**config.mk**
```make
export PLATFORM = sky130hd
export DESIGN_NAME = gamepad_input_qualifier
export DESIGN_NICKNAME = d
export VERILOG_FILES = /design/src/design/gip_pkg.sv /design/src/design/gip_button_lane.sv /design/src/design/gip_axis_lane.sv /design/src/design/gip_result_merge.sv /design/src/design/gamepad_input_qualifier.sv
export VERILOG_INCLUDE_DIRS = /design/src /design/src/design
export SDC_FILE = /design/constraint.sdc
export NUM_CORES = 2
export LEC_CHECK = 0
export BUFFER_PORTS_ARGS = -buffer_cell sky130_fd_sc_hd__buf_2
export CORE_UTILIZATION = 40
export CTS_CLUSTER_DIAMETER = 100
export DETAILED_ROUTE_END_ITERATION = 10
export GPL_TIMING_DRIVEN = 0
export PLACE_DENSITY = 0.63
export SETUP_SLACK_MARGIN = 0.4
export SLEW_MARGIN = 5
export SYNTH_ARGS = -nofsm -noshare
export SYNTH_HDL_FRONTEND = slang
export SYNTH_HIERARCHICAL = 1
export SYNTH_SLANG_ARGS = --single-unit
export TNS_END_PERCENT = 50
```
**constraint.sdc**
```tcl
create_clock -name clk -period 16.6 [get_ports clk]
set_input_delay 3.32 -clock clk [delete_from_list [all_inputs] [get_ports clk]]
set_output_delay 3.32 -clock clk [all_outputs]
set_load 0.01 [all_outputs]
```
**src/design/assert_macros.svh**
```systemverilog
// ---------------------------------------------------------------------------
// Assertion macros included by gip_result_merge.
// ---------------------------------------------------------------------------
`ifndef ASSERT_MACROS_SVH
`define ASSERT_MACROS_SVH

// Same-cycle implication, disabled while reset is asserted.
`define ASSERT_IMPL(label, clk, rst_n, pre, post, msg) \
    label: assert property (@(posedge clk) disable iff (!rst_n) (pre) |-> (post)) \
        else $error(msg);

// Next-cycle implication, disabled while reset is asserted.
`define ASSERT_NEXT(label, clk, rst_n, pre, post, msg) \
    label: assert property (@(posedge clk) disable iff (!rst_n) (pre) |=> (post)) \
        else $error(msg);

`endif

```
**src/design/gip_pkg.sv**
```systemverilog
// ---------------------------------------------------------------------------
// gip_pkg
// Types, constants and helpers of the gamepad input qualifier.
// ---------------------------------------------------------------------------
package gip_pkg;

    localparam int BUTTON_BITS     = 16;
    localparam int PAD_COUNT_DEF   = 4;
    localparam int CNT_W           = 11;
    localparam int LEVEL_W         = 16;
    localparam int AXIS_W          = 16;
    localparam int POS_W           = 15;
    localparam int AXES            = 4;
    localparam int SKIP_BIT_A      = 10;
    localparam int SKIP_BIT_B      = 11;
    localparam int USED_BUTTONS    = BUTTON_BITS - (SKIP_BIT_B - SKIP_BIT_A + 1);
    localparam int RESULTS         = USED_BUTTONS + AXES;
    localparam int HOLD_WRAP_AT    = 1000;
    localparam int HOLD_WRAP_TO    = 2;
    localparam int SLOT_W          = 4;
    localparam int CFG_INDEX_W     = 4;
    localparam int CFG_DATA_W      = 16;

    localparam logic ITEM_BUTTON = 1'b0;
    localparam logic ITEM_AXIS   = 1'b1;

    typedef logic signed [CNT_W-1:0]   count_t;
    typedef logic signed [LEVEL_W-1:0] level_t;
    typedef logic signed [AXIS_W-1:0]  axis_t;
    typedef logic [POS_W-1:0]          pos_zone_t;
    typedef logic [BUTTON_BITS-1:0][CNT_W-1:0] row_t;

    localparam count_t HOLD_RELEASED = '1;

    localparam pos_zone_t LEFT_POS_RST  = 15'd7849;
    localparam axis_t     LEFT_NEG_RST  = -16'sd7849;
    localparam pos_zone_t RIGHT_POS_RST = 15'd8689;
    localparam axis_t     RIGHT_NEG_RST = -16'sd8689;

    typedef enum logic [CFG_INDEX_W-1:0] {
        REG_LX_POS = 4'd0,
        REG_LX_NEG = 4'd1,
        REG_LY_POS = 4'd2,
        REG_LY_NEG = 4'd3,
        REG_RX_POS = 4'd4,
        REG_RX_NEG = 4'd5,
        REG_RY_POS = 4'd6,
        REG_RY_NEG = 4'd7
    } reg_index_t;

    // One result word as it travels from the lanes into the merger.
    typedef struct packed {
        logic              kind;
        logic [SLOT_W-1:0] slot;
        level_t            level;
    } result_t;

    // Button bit reported at position k of the button run.
    function automatic int button_of(input int k);
        return (k < SKIP_BIT_A) ? k : k + (SKIP_BIT_B - SKIP_BIT_A + 1);
    endfunction

endpackage

```
**src/design/gip_button_lane.sv**
```systemverilog
// ---------------------------------------------------------------------------
// gip_button_lane
// Hold counter update of one button.
// ---------------------------------------------------------------------------
module gip_button_lane
    import gip_pkg::*;
(
    input  count_t old_count,
    input  logic   pressed,
    output count_t new_count
);

    logic signed [CNT_W:0] inc;

    assign inc = {old_count[CNT_W-1], old_count} + (CNT_W+1)'(1);

    always_comb
    begin
        if (pressed)
        begin
            if (inc >= HOLD_WRAP_AT)
                new_count = CNT_W'(HOLD_WRAP_TO);
            else
                new_count = inc[CNT_W-1:0];
        end
        else if (old_count > 0)
            new_count = HOLD_RELEASED;
        else
            new_count = '0;
    end

endmodule

```
**src/design/gip_axis_lane.sv**
```systemverilog
// ---------------------------------------------------------------------------
// gip_axis_lane
// Asymmetric dead zone removal on one stick axis.
// ---------------------------------------------------------------------------
module gip_axis_lane
    import gip_pkg::*;
(
    input  axis_t     value,
    input  pos_zone_t pos_zone,
    input  axis_t     neg_zone,
    output level_t    level
);

    logic signed [AXIS_W+1:0] v_w;
    logic signed [AXIS_W+1:0] pos_w;
    logic signed [AXIS_W+1:0] neg_w;
    logic signed [AXIS_W+1:0] diff;
    logic                     outside;

    assign v_w     = {{2{value[AXIS_W-1]}}, value};
    assign pos_w   = {{(AXIS_W+2-POS_W){1'b0}}, pos_zone};
    assign neg_w   = {{2{neg_zone[AXIS_W-1]}}, neg_zone};
    assign outside = (v_w > pos_w) || (v_w < neg_w);
    assign diff    = (value > 0) ? (v_w - pos_w) : (v_w - neg_w);

    // A negative threshold set positive can push the difference out of range.
    always_comb
    begin
        if (!outside)
            level = '0;
        else if (diff > 18'sd32767)
            level = 16'sh7fff;
        else if (diff < -18'sd32768)
            level = 16'sh8000;
        else
            level = diff[LEVEL_W-1:0];
    end

endmodule

```
**src/design/gip_result_merge.sv**
```systemverilog
// ---------------------------------------------------------------------------
// gip_result_merge
// Collects the lane results of one sample and sends them out one word a cycle while out_ready is high.
// ---------------------------------------------------------------------------
`include "assert_macros.svh"

module gip_result_merge
    import gip_pkg::*;
(
    input  logic              clk,
    input  logic              rst_n,
    input  logic              load,
    input  result_t           words [RESULTS],
    output logic              can_load,
    output logic              out_valid,
    input  logic              out_ready,
    output logic              item_kind,
    output logic [SLOT_W-1:0] slot,
    output level_t            level,
    output logic              last_of_run
);

    localparam int LEFT_W = $clog2(RESULTS + 1);

    result_t             shift_reg [RESULTS];
    logic [LEFT_W-1:0]   left_reg;
    logic                take;

    assign out_valid   = (left_reg != '0);
    assign take        = out_valid && out_ready;
    assign last_of_run = (left_reg == LEFT_W'(1));
    assign can_load    = !out_valid || (last_of_run && out_ready);
    assign item_kind   = shift_reg[0].kind;
    assign slot        = shift_reg[0].slot;
    assign level       = shift_reg[0].level;

    always_ff @(posedge clk or negedge rst_n)
    begin
        if (!rst_n)
            left_reg <= '0;
        else if (load)
            left_reg <= LEFT_W'(RESULTS);
        else if (take)
            left_reg <= left_reg - LEFT_W'(1);
    end

    always_ff @(posedge clk)
    begin
        if (load)
            shift_reg <= words;
        else if (take)
        begin
            for (int i = 0; i < RESULTS - 1; i++)
                shift_reg[i] <= shift_reg[i + 1];
        end
    end

    `ASSERT_IMPL(a_last_is_ry, clk, rst_n, out_valid && last_of_run, item_kind == ITEM_AXIS && slot == SLOT_W'(AXES - 1), "last word is not the RY axis")
    `ASSERT_NEXT(a_load_full, clk, rst_n, load, left_reg == LEFT_W'(RESULTS), "run length wrong after load")
    `ASSERT_NEXT(a_run_unbroken, clk, rst_n, take && !last_of_run, out_valid, "run broken before its last word")

endmodule

```
**src/design/gamepad_input_qualifier.sv**
```systemverilog
// ---------------------------------------------------------------------------
// gamepad_input_qualifier
// Button hold counters and stick dead zones for polled game pad samples.
// ---------------------------------------------------------------------------
// With the merger idle, an accepted sample is held in the sample register and
// is then loaded into the merger, whose first word is offered once it is loaded.
// A sample gives 18 result words, sent from the merger one word a cycle while out_ready is high.
// The next sample is accepted while the current run is still being sent.
// Reset clears all hold counters at once through per-pad row valid bits,
// restores the dead zone registers to their defaults and drops any run.
module gamepad_input_qualifier
    import gip_pkg::*;
#(
    parameter int PAD_COUNT = PAD_COUNT_DEF
)
(
    input  logic                   clk,
    input  logic                   rst_n,
    input  logic                   cfg_write,
    input  logic [CFG_INDEX_W-1:0] cfg_index,
    input  logic [CFG_DATA_W-1:0]  cfg_data,
    input  logic                   in_valid,
    output logic                   in_ready,
    input  logic [1:0]             pad_index,
    input  logic [BUTTON_BITS-1:0] pressed_mask,
    input  axis_t                  left_x,
    input  axis_t                  left_y,
    input  axis_t                  right_x,
    input  axis_t                  right_y,
    output logic                   out_valid,
    input  logic                   out_ready,
    output logic                   item_kind,
    output logic [SLOT_W-1:0]      slot,
    output level_t                 level,
    output logic                   last_of_run
);

    localparam int ADDR_W = (PAD_COUNT > 1) ? $clog2(PAD_COUNT) : 1;

    pos_zone_t              pos_zone_reg [AXES];
    axis_t                  neg_zone_reg [AXES];

    row_t                   hold_mem [PAD_COUNT];
    logic [PAD_COUNT-1:0]   row_valid_reg;
    row_t                   row_rdata_reg;

    logic                   s1_valid_reg;
    logic                   s1_ok_reg;
    logic                   s1_live_reg;
    logic [ADDR_W-1:0]      s1_addr_reg;
    logic [BUTTON_BITS-1:0] s1_mask_reg;
    axis_t                  s1_axis_reg [AXES];

    logic [ADDR_W+1:0]      pad_wide;
    logic [ADDR_W-1:0]      rd_addr;
    logic                   rd_ok;
    logic                   accept;
    logic                   can_load;
    logic                   xfer;
    logic                   wr_en;
    logic                   same_row;
    row_t                   wr_row;
    result_t                words [RESULTS];
    level_t                 axis_level [AXES];

    assign pad_wide = {{ADDR_W{1'b0}}, pad_index};
    assign rd_addr  = pad_wide[ADDR_W-1:0];
    assign rd_ok    = (32'(pad_index) < PAD_COUNT);
    assign xfer     = s1_valid_reg && can_load;
    assign in_ready = !s1_valid_reg || can_load;
    assign accept   = in_valid && in_ready;
    assign wr_en    = xfer && s1_ok_reg;
    assign same_row = wr_en && (s1_addr_reg == rd_addr);

    always_ff @(posedge clk or negedge rst_n)
    begin
        if (!rst_n)
        begin
            s1_valid_reg  <= 1'b0;
            row_valid_reg <= '0;
            pos_zone_reg[0] <= LEFT_POS_RST;
            neg_zone_reg[0] <= LEFT_NEG_RST;
            pos_zone_reg[1] <= LEFT_POS_RST;
            neg_zone_reg[1] <= LEFT_NEG_RST;
            pos_zone_reg[2] <= RIGHT_POS_RST;
            neg_zone_reg[2] <= RIGHT_NEG_RST;
            pos_zone_reg[3] <= RIGHT_POS_RST;
            neg_zone_reg[3] <= RIGHT_NEG_RST;
        end
        else
        begin
            if (accept)
                s1_valid_reg <= 1'b1;
            else if (xfer)
                s1_valid_reg <= 1'b0;
            if (wr_en)
                row_valid_reg[s1_addr_reg] <= 1'b1;
            if (cfg_write)
            begin
                unique case (reg_index_t'(cfg_index))
                    REG_LX_POS: pos_zone_reg[0] <= cfg_data[POS_W-1:0];
                    REG_LX_NEG: neg_zone_reg[0] <= cfg_data;
                    REG_LY_POS: pos_zone_reg[1] <= cfg_data[POS_W-1:0];
                    REG_LY_NEG: neg_zone_reg[1] <= cfg_data;
                    REG_RX_POS: pos_zone_reg[2] <= cfg_data[POS_W-1:0];
                    REG_RX_NEG: neg_zone_reg[2] <= cfg_data;
                    REG_RY_POS: pos_zone_reg[3] <= cfg_data[POS_W-1:0];
                    REG_RY_NEG: neg_zone_reg[3] <= cfg_data;
                    default:    ;
                endcase
            end
        end
    end

    // The sample register; the row read is write-first so that a sample of the
    // same pad entering as the previous one leaves sees the fresh counters.
    always_ff @(posedge clk)
    begin
        if (accept)
        begin
            s1_ok_reg      <= rd_ok;
            s1_live_reg    <= rd_ok && (row_valid_reg[rd_addr] || same_row);
            s1_addr_reg    <= rd_addr;
            s1_mask_reg    <= pressed_mask;
            s1_axis_reg[0] <= left_x;
            s1_axis_reg[1] <= left_y;
            s1_axis_reg[2] <= right_x;
            s1_axis_reg[3] <= right_y;
        end
    end

    always_ff @(posedge clk)
    begin
        if (wr_en)
            hold_mem[s1_addr_reg] <= wr_row;
        if (accept && rd_ok)
        begin
            if (same_row)
                row_rdata_reg <= wr_row;
            else
                row_rdata_reg <= hold_mem[rd_addr];
        end
    end

    generate
        for (genvar b = 0; b < BUTTON_BITS; b++)
        begin : g_unused
            if (b == SKIP_BIT_A || b == SKIP_BIT_B)
            begin : g_skip
                assign wr_row[b] = '0;
            end
        end

        for (genvar k = 0; k < USED_BUTTONS; k++)
        begin : g_button
            localparam int BIT = button_of(k);
            count_t old_count;
            count_t new_count;

            assign old_count = s1_live_reg ? count_t'(row_rdata_reg[BIT]) : '0;

            gip_button_lane u_lane (
                .old_count (old_count),
                .pressed   (s1_mask_reg[BIT]),
                .new_count (new_count)
            );

            assign wr_row[BIT]    = new_count;
            assign words[k].kind  = ITEM_BUTTON;
            assign words[k].slot  = SLOT_W'(BIT);
            assign words[k].level = {{(LEVEL_W-CNT_W){new_count[CNT_W-1]}}, new_count};
        end

        for (genvar a = 0; a < AXES; a++)
        begin : g_axis
            gip_axis_lane u_lane (
                .value    (s1_axis_reg[a]),
                .pos_zone (pos_zone_reg[a]),
                .neg_zone (neg_zone_reg[a]),
                .level    (axis_level[a])
            );

            assign words[USED_BUTTONS + a].kind  = ITEM_AXIS;
            assign words[USED_BUTTONS + a].slot  = SLOT_W'(a);
            assign words[USED_BUTTONS + a].level = axis_level[a];
        end
    endgenerate

    gip_result_merge u_merge (
        .clk         (clk),
        .rst_n       (rst_n),
        .load        (xfer),
        .words       (words),
        .can_load    (can_load),
        .out_valid   (out_valid),
        .out_ready   (out_ready),
        .item_kind   (item_kind),
        .slot        (slot),
        .level       (level),
        .last_of_run (last_of_run)
    );

endmodule

```
==> summary.txt <==
Status
  • Status: finished clean

Floorplan
  • Die W: 417 µm
  • Row count: around 150
  • I/O Pins: 131
  • Initial Utilization: 0.405
  • Core Footprint: 0.170 mm²
  • Die area: between 0.15 and 0.2 mm²
  • Chip Height: ~420 µm

Yosys
  • Gate Count Post-Synth: 4,766
  • #FFs+latches synth: approximately 1,400
  • Post-synth EDFFs: 1,229
  • Yosys warns: 6
  • Avg Cell Area, Syn: 14.4 µm²
  • Post-synth cell types: 87
  • Top cells by area, synth: edfxtp_1 54%, mux2_2 10%, mux4_2 5.1%
  • Post-Syn Area: 0.0688 mm²
  • Seq/Total Area, Yosys: 0.586
  • Top_reg_cell synth: edfxtp_1
  • FFs w/ async S/R, synth: 0.0983
  • Cell taking the most area after synthesis: edfxtp_1
  • Top-area cell type share of the netlist area: 0.536

CTS
  • CTS tree: done
  • Clock Path Buffers: 3
  • CTS root buffer: clkbuf_16
  • CTS Buf Count: 150
  • Later-pin clock latency in the skew report: 0.79 ns
  • Clk sink count: 1,363
  • H-tree depth: 4
  • Clock transition at the registers of the reported paths: 0.06 ns
  • Post-CTS sizing: 0
  • CTS Hold Bufs: 0
  • Post-CTS Setup Inserts: 0

GRT
  • Initial antenna violation count: 3
  • Vias in the first global route: roughly 40,000
  • Gr usage total: 0.186
  • First-pass GRT wire length: 248,000 µm
  • Remaining Overflow, GRT: 0
  • Largest net degree at the start of global routing: 76

Timing
  • Fin Clk Skew: 0.0365 ns
  • RSZ-0062 raised after global routing: false
  • Setup TNS: 0 ns
  • Fin crit share: 0.436
  • Final Critical Period: 7.24 ns
  • Slew @ Worst Pin: 1.27 ns
  • Slew Limit Fails: 0
  • Final Hold Viols: 0
  • Final setup viols: 0
  • Max Fclk: 0.138 GHz
  • Slew margin rel.: 0.154

Pwr
  • NetSw: about 3.8 mW
  • Lkg Pwr: 27.4 nW
  • Sequential share of power: 0.430
  • Cell internal pwr: 8.30 mW
  • Pwr per Cell Area: 155 mW/mm²
  • Total power draw: 12.1 mW
  • Logic gate share of total power: 0.303
  • Sw Share: 0.316
  • Clk network pwr share: 0.268
  • VDD IR max: 0.000133 V

Setup path
  • Setup slack, reg-to-reg: 11.33 ns
  • Critical path's largest stage delay: between 0.15 and 0.2 ns
  • CP max FO: 6
  • Crit-path slowest cell: nand2b_1
  • Reg2reg path depth: 11
  • Crit path max-delay family: simple AND/OR/NAND/NOR gates
  • CP Data Required Time: around 13 ns
  • Setup crit start: out_ready
  • CP Class: primary input to output pin
  • Critical Path Sink: in_ready
  • Reg2reg end: u_merge/shift_reg[105]
  • R2r startpoint: s1_live_reg
  • Worst Path Arrival: 3.92 ns
  • Cell-by-cell trace of the critical path: buf_2 -> nand3_1 -> nand2_1 -> nand2b_1 -> buf_2
  • Nature of the critical path startpoint: primary input
  • CP Buf/Inv Count: 2
  • WP depth: 5
  • Crit-path most repeated cell: buf_2
  • Crit end category: output pin

Route
  • Final ANT Viol Nets: 0
  • Vias per inst: around 5.4
  • Residual DRC count: 0
  • DR pass1 iterations: 5
  • DR WL/cell: 21.4 µm
  • Initial DRC count: 3,021
  • DRT Wirelength: 161,000 µm
  • Vias post-DR: 40,620

Placement
  • Dpl hpwl: 115,000 µm
  • Gpl congestion: 0.906
  • Port Buffer Count: 126
  • Placed Instances: 7,270

Hold path
  • Worst hold path class: flip-flop to flip-flop
  • Worst hold path cell count: 1

Final layout
  • FILL cells: about 15,000
  • Nets: around 5,500
  • Post-Layout Cell Count: between 7,000 and 8,000
  • Area grow syn2layout: 13.9%
  • Final core occ: 0.461
  • Max reg flops: roughly 620
  • Layout cells sized above 1: 0.298

Flow run
  • Max cap viols: 0
cell families (layout without fill, tap and decap cells):
group,Yosys count,in the layout,share of synthesized area
DFF,1363,1363,0.586
and+or+nand+nor,1139,1139,0.0942
muxes,805,805,0.160
AOI/OAI and AO/OA,727,727,0.0788
buffers and inverters,394,866,0.0280
adders and majority gates,170,170,0.0318
xor gates and xnor gates,166,166,0.0211
other,2,91,0.000109
per-stage QoR:
| stage | worst slack, ns | cell area [µm²] | hold WS (ns) |
|---|---|---|---|
| floorplan | 0.666 | 69200 | 0.434 |
| CTS | 9.35 | 78400 | 0.474 |
| global route | 9.32 | 78400 | 0.476 |
| global placement | -11.08 | 72600 | 0.446 |
| detailed placement | 9.05 | 73500 | 0.460 |
| finish | 9.36 | 78400 | 0.467 |
per-layer routing:
metal,wire length [µm],up-vias,global-route usage
met2,82300,826,0.329
li1,-,19171,-
met1,68800,20391,0.234
met3,5600,232,0.0247
met4,4470,0,0.0575
met5,0,-,0
layout make-up:
cell class,instances,area [µm²],share of cell area
diodes,1,2.50,0.0000319
flip-flops and latches,1363,40300,0.515
well taps,2218,2780,0.0354
plain buffers,171,1090,0.0139
repair buffers,198,1560,0.0198
clock buffers,185,3950,0.0504
multi-input cells,3097,26900,0.343
clock inverters,89,911,0.0116
inverters,223,837,0.0107
synthesized netlist by cell type (all sizes together) (14+ instances only):
| cell | count |
|---|---|
| edfxtp | 1229 |
| mux2 | 636 |
| nand2 | 325 |
| inv | 223 |
| o21ai | 184 |
| and2 | 168 |
| ha | 162 |
| a21oi | 157 |
| mux4 | 155 |
| buf | 138 |
| nor2 | 133 |
| nor3 | 89 |
| nand3 | 85 |
| xnor2 | 84 |
| xor2 | 82 |
| nand2b | 74 |
| dfstp | 68 |
| dfrtp | 66 |
| or3 | 60 |
| a21o | 58 |
| nor4 | 52 |
| nand4 | 50 |
| o221ai | 46 |
| a211oi | 44 |
| a311oi | 36 |
| clkbuf | 33 |
| o21a | 32 |
| a31oi | 30 |
| o31ai | 25 |
| nor3b | 23 |
| o21bai | 19 |
| or4 | 18 |
| nand3b | 16 |
| nor2b | 16 |
| a221o | 14 |
| mux2i | 14 |
| o221a | 14 |
placed cells by master (no fill, tap or decap), types with 28 or more instances in the layout:
cell	Yosys	routed
xnor2_1	84	84
mux4_2	155	155
nand2b_1	74	73
clkinv_1	0	30
conb_1	2	90
nor3_1	74	73
nor4_1	44	44
o221ai_1	42	42
buf_2	58	183
buf_6	27	48
o21ai_0	184	184
nand2_1	325	325
dfstp_2	68	68
a211oi_2	28	28
ha_1	162	162
nand3_1	85	85
o21a_1	28	28
dfrtp_1	66	66
nand4_1	36	36
a21oi_1	141	141
and2_1	168	167
nor2_1	132	132
edfxtp_1	1229	1229
xor2_1	82	82
or3_1	55	55
mux2_2	618	618
clkbuf_16	0	152
buf_4	34	69
inv_1	223	222
a21o_1	58	58
clkbuf_1	33	62
worst min-delay path by stage:
stage	from	end	slack [ns]
global route	row_valid_reg[0]	row_valid_reg[0]	0.48
finish	row_valid_reg[0]	row_valid_reg[0]	0.47
global placement	row_valid_reg[2]	row_valid_reg[2]	0.45
detailed placement	row_valid_reg[1]	row_valid_reg[1]	0.46
CTS	row_valid_reg[0]	row_valid_reg[0]	0.47
floorplan	row_valid_reg[2]	row_valid_reg[2]	0.43
power by group through the flow:
stage	logic, mW	registers [mW]	clock network (mW)
3_3_place_gp	3.56	5.58	0
3_5_place_dp	3.68	5.30	0
4_1_cts	3.71	5.23	3.34
2_1_floorplan	2.62	5.33	0
5_1_grt	4.01	5.29	3.47
6_report	3.67	5.22	3.25
Note: power is estimated with default switching activity, not from simulation.
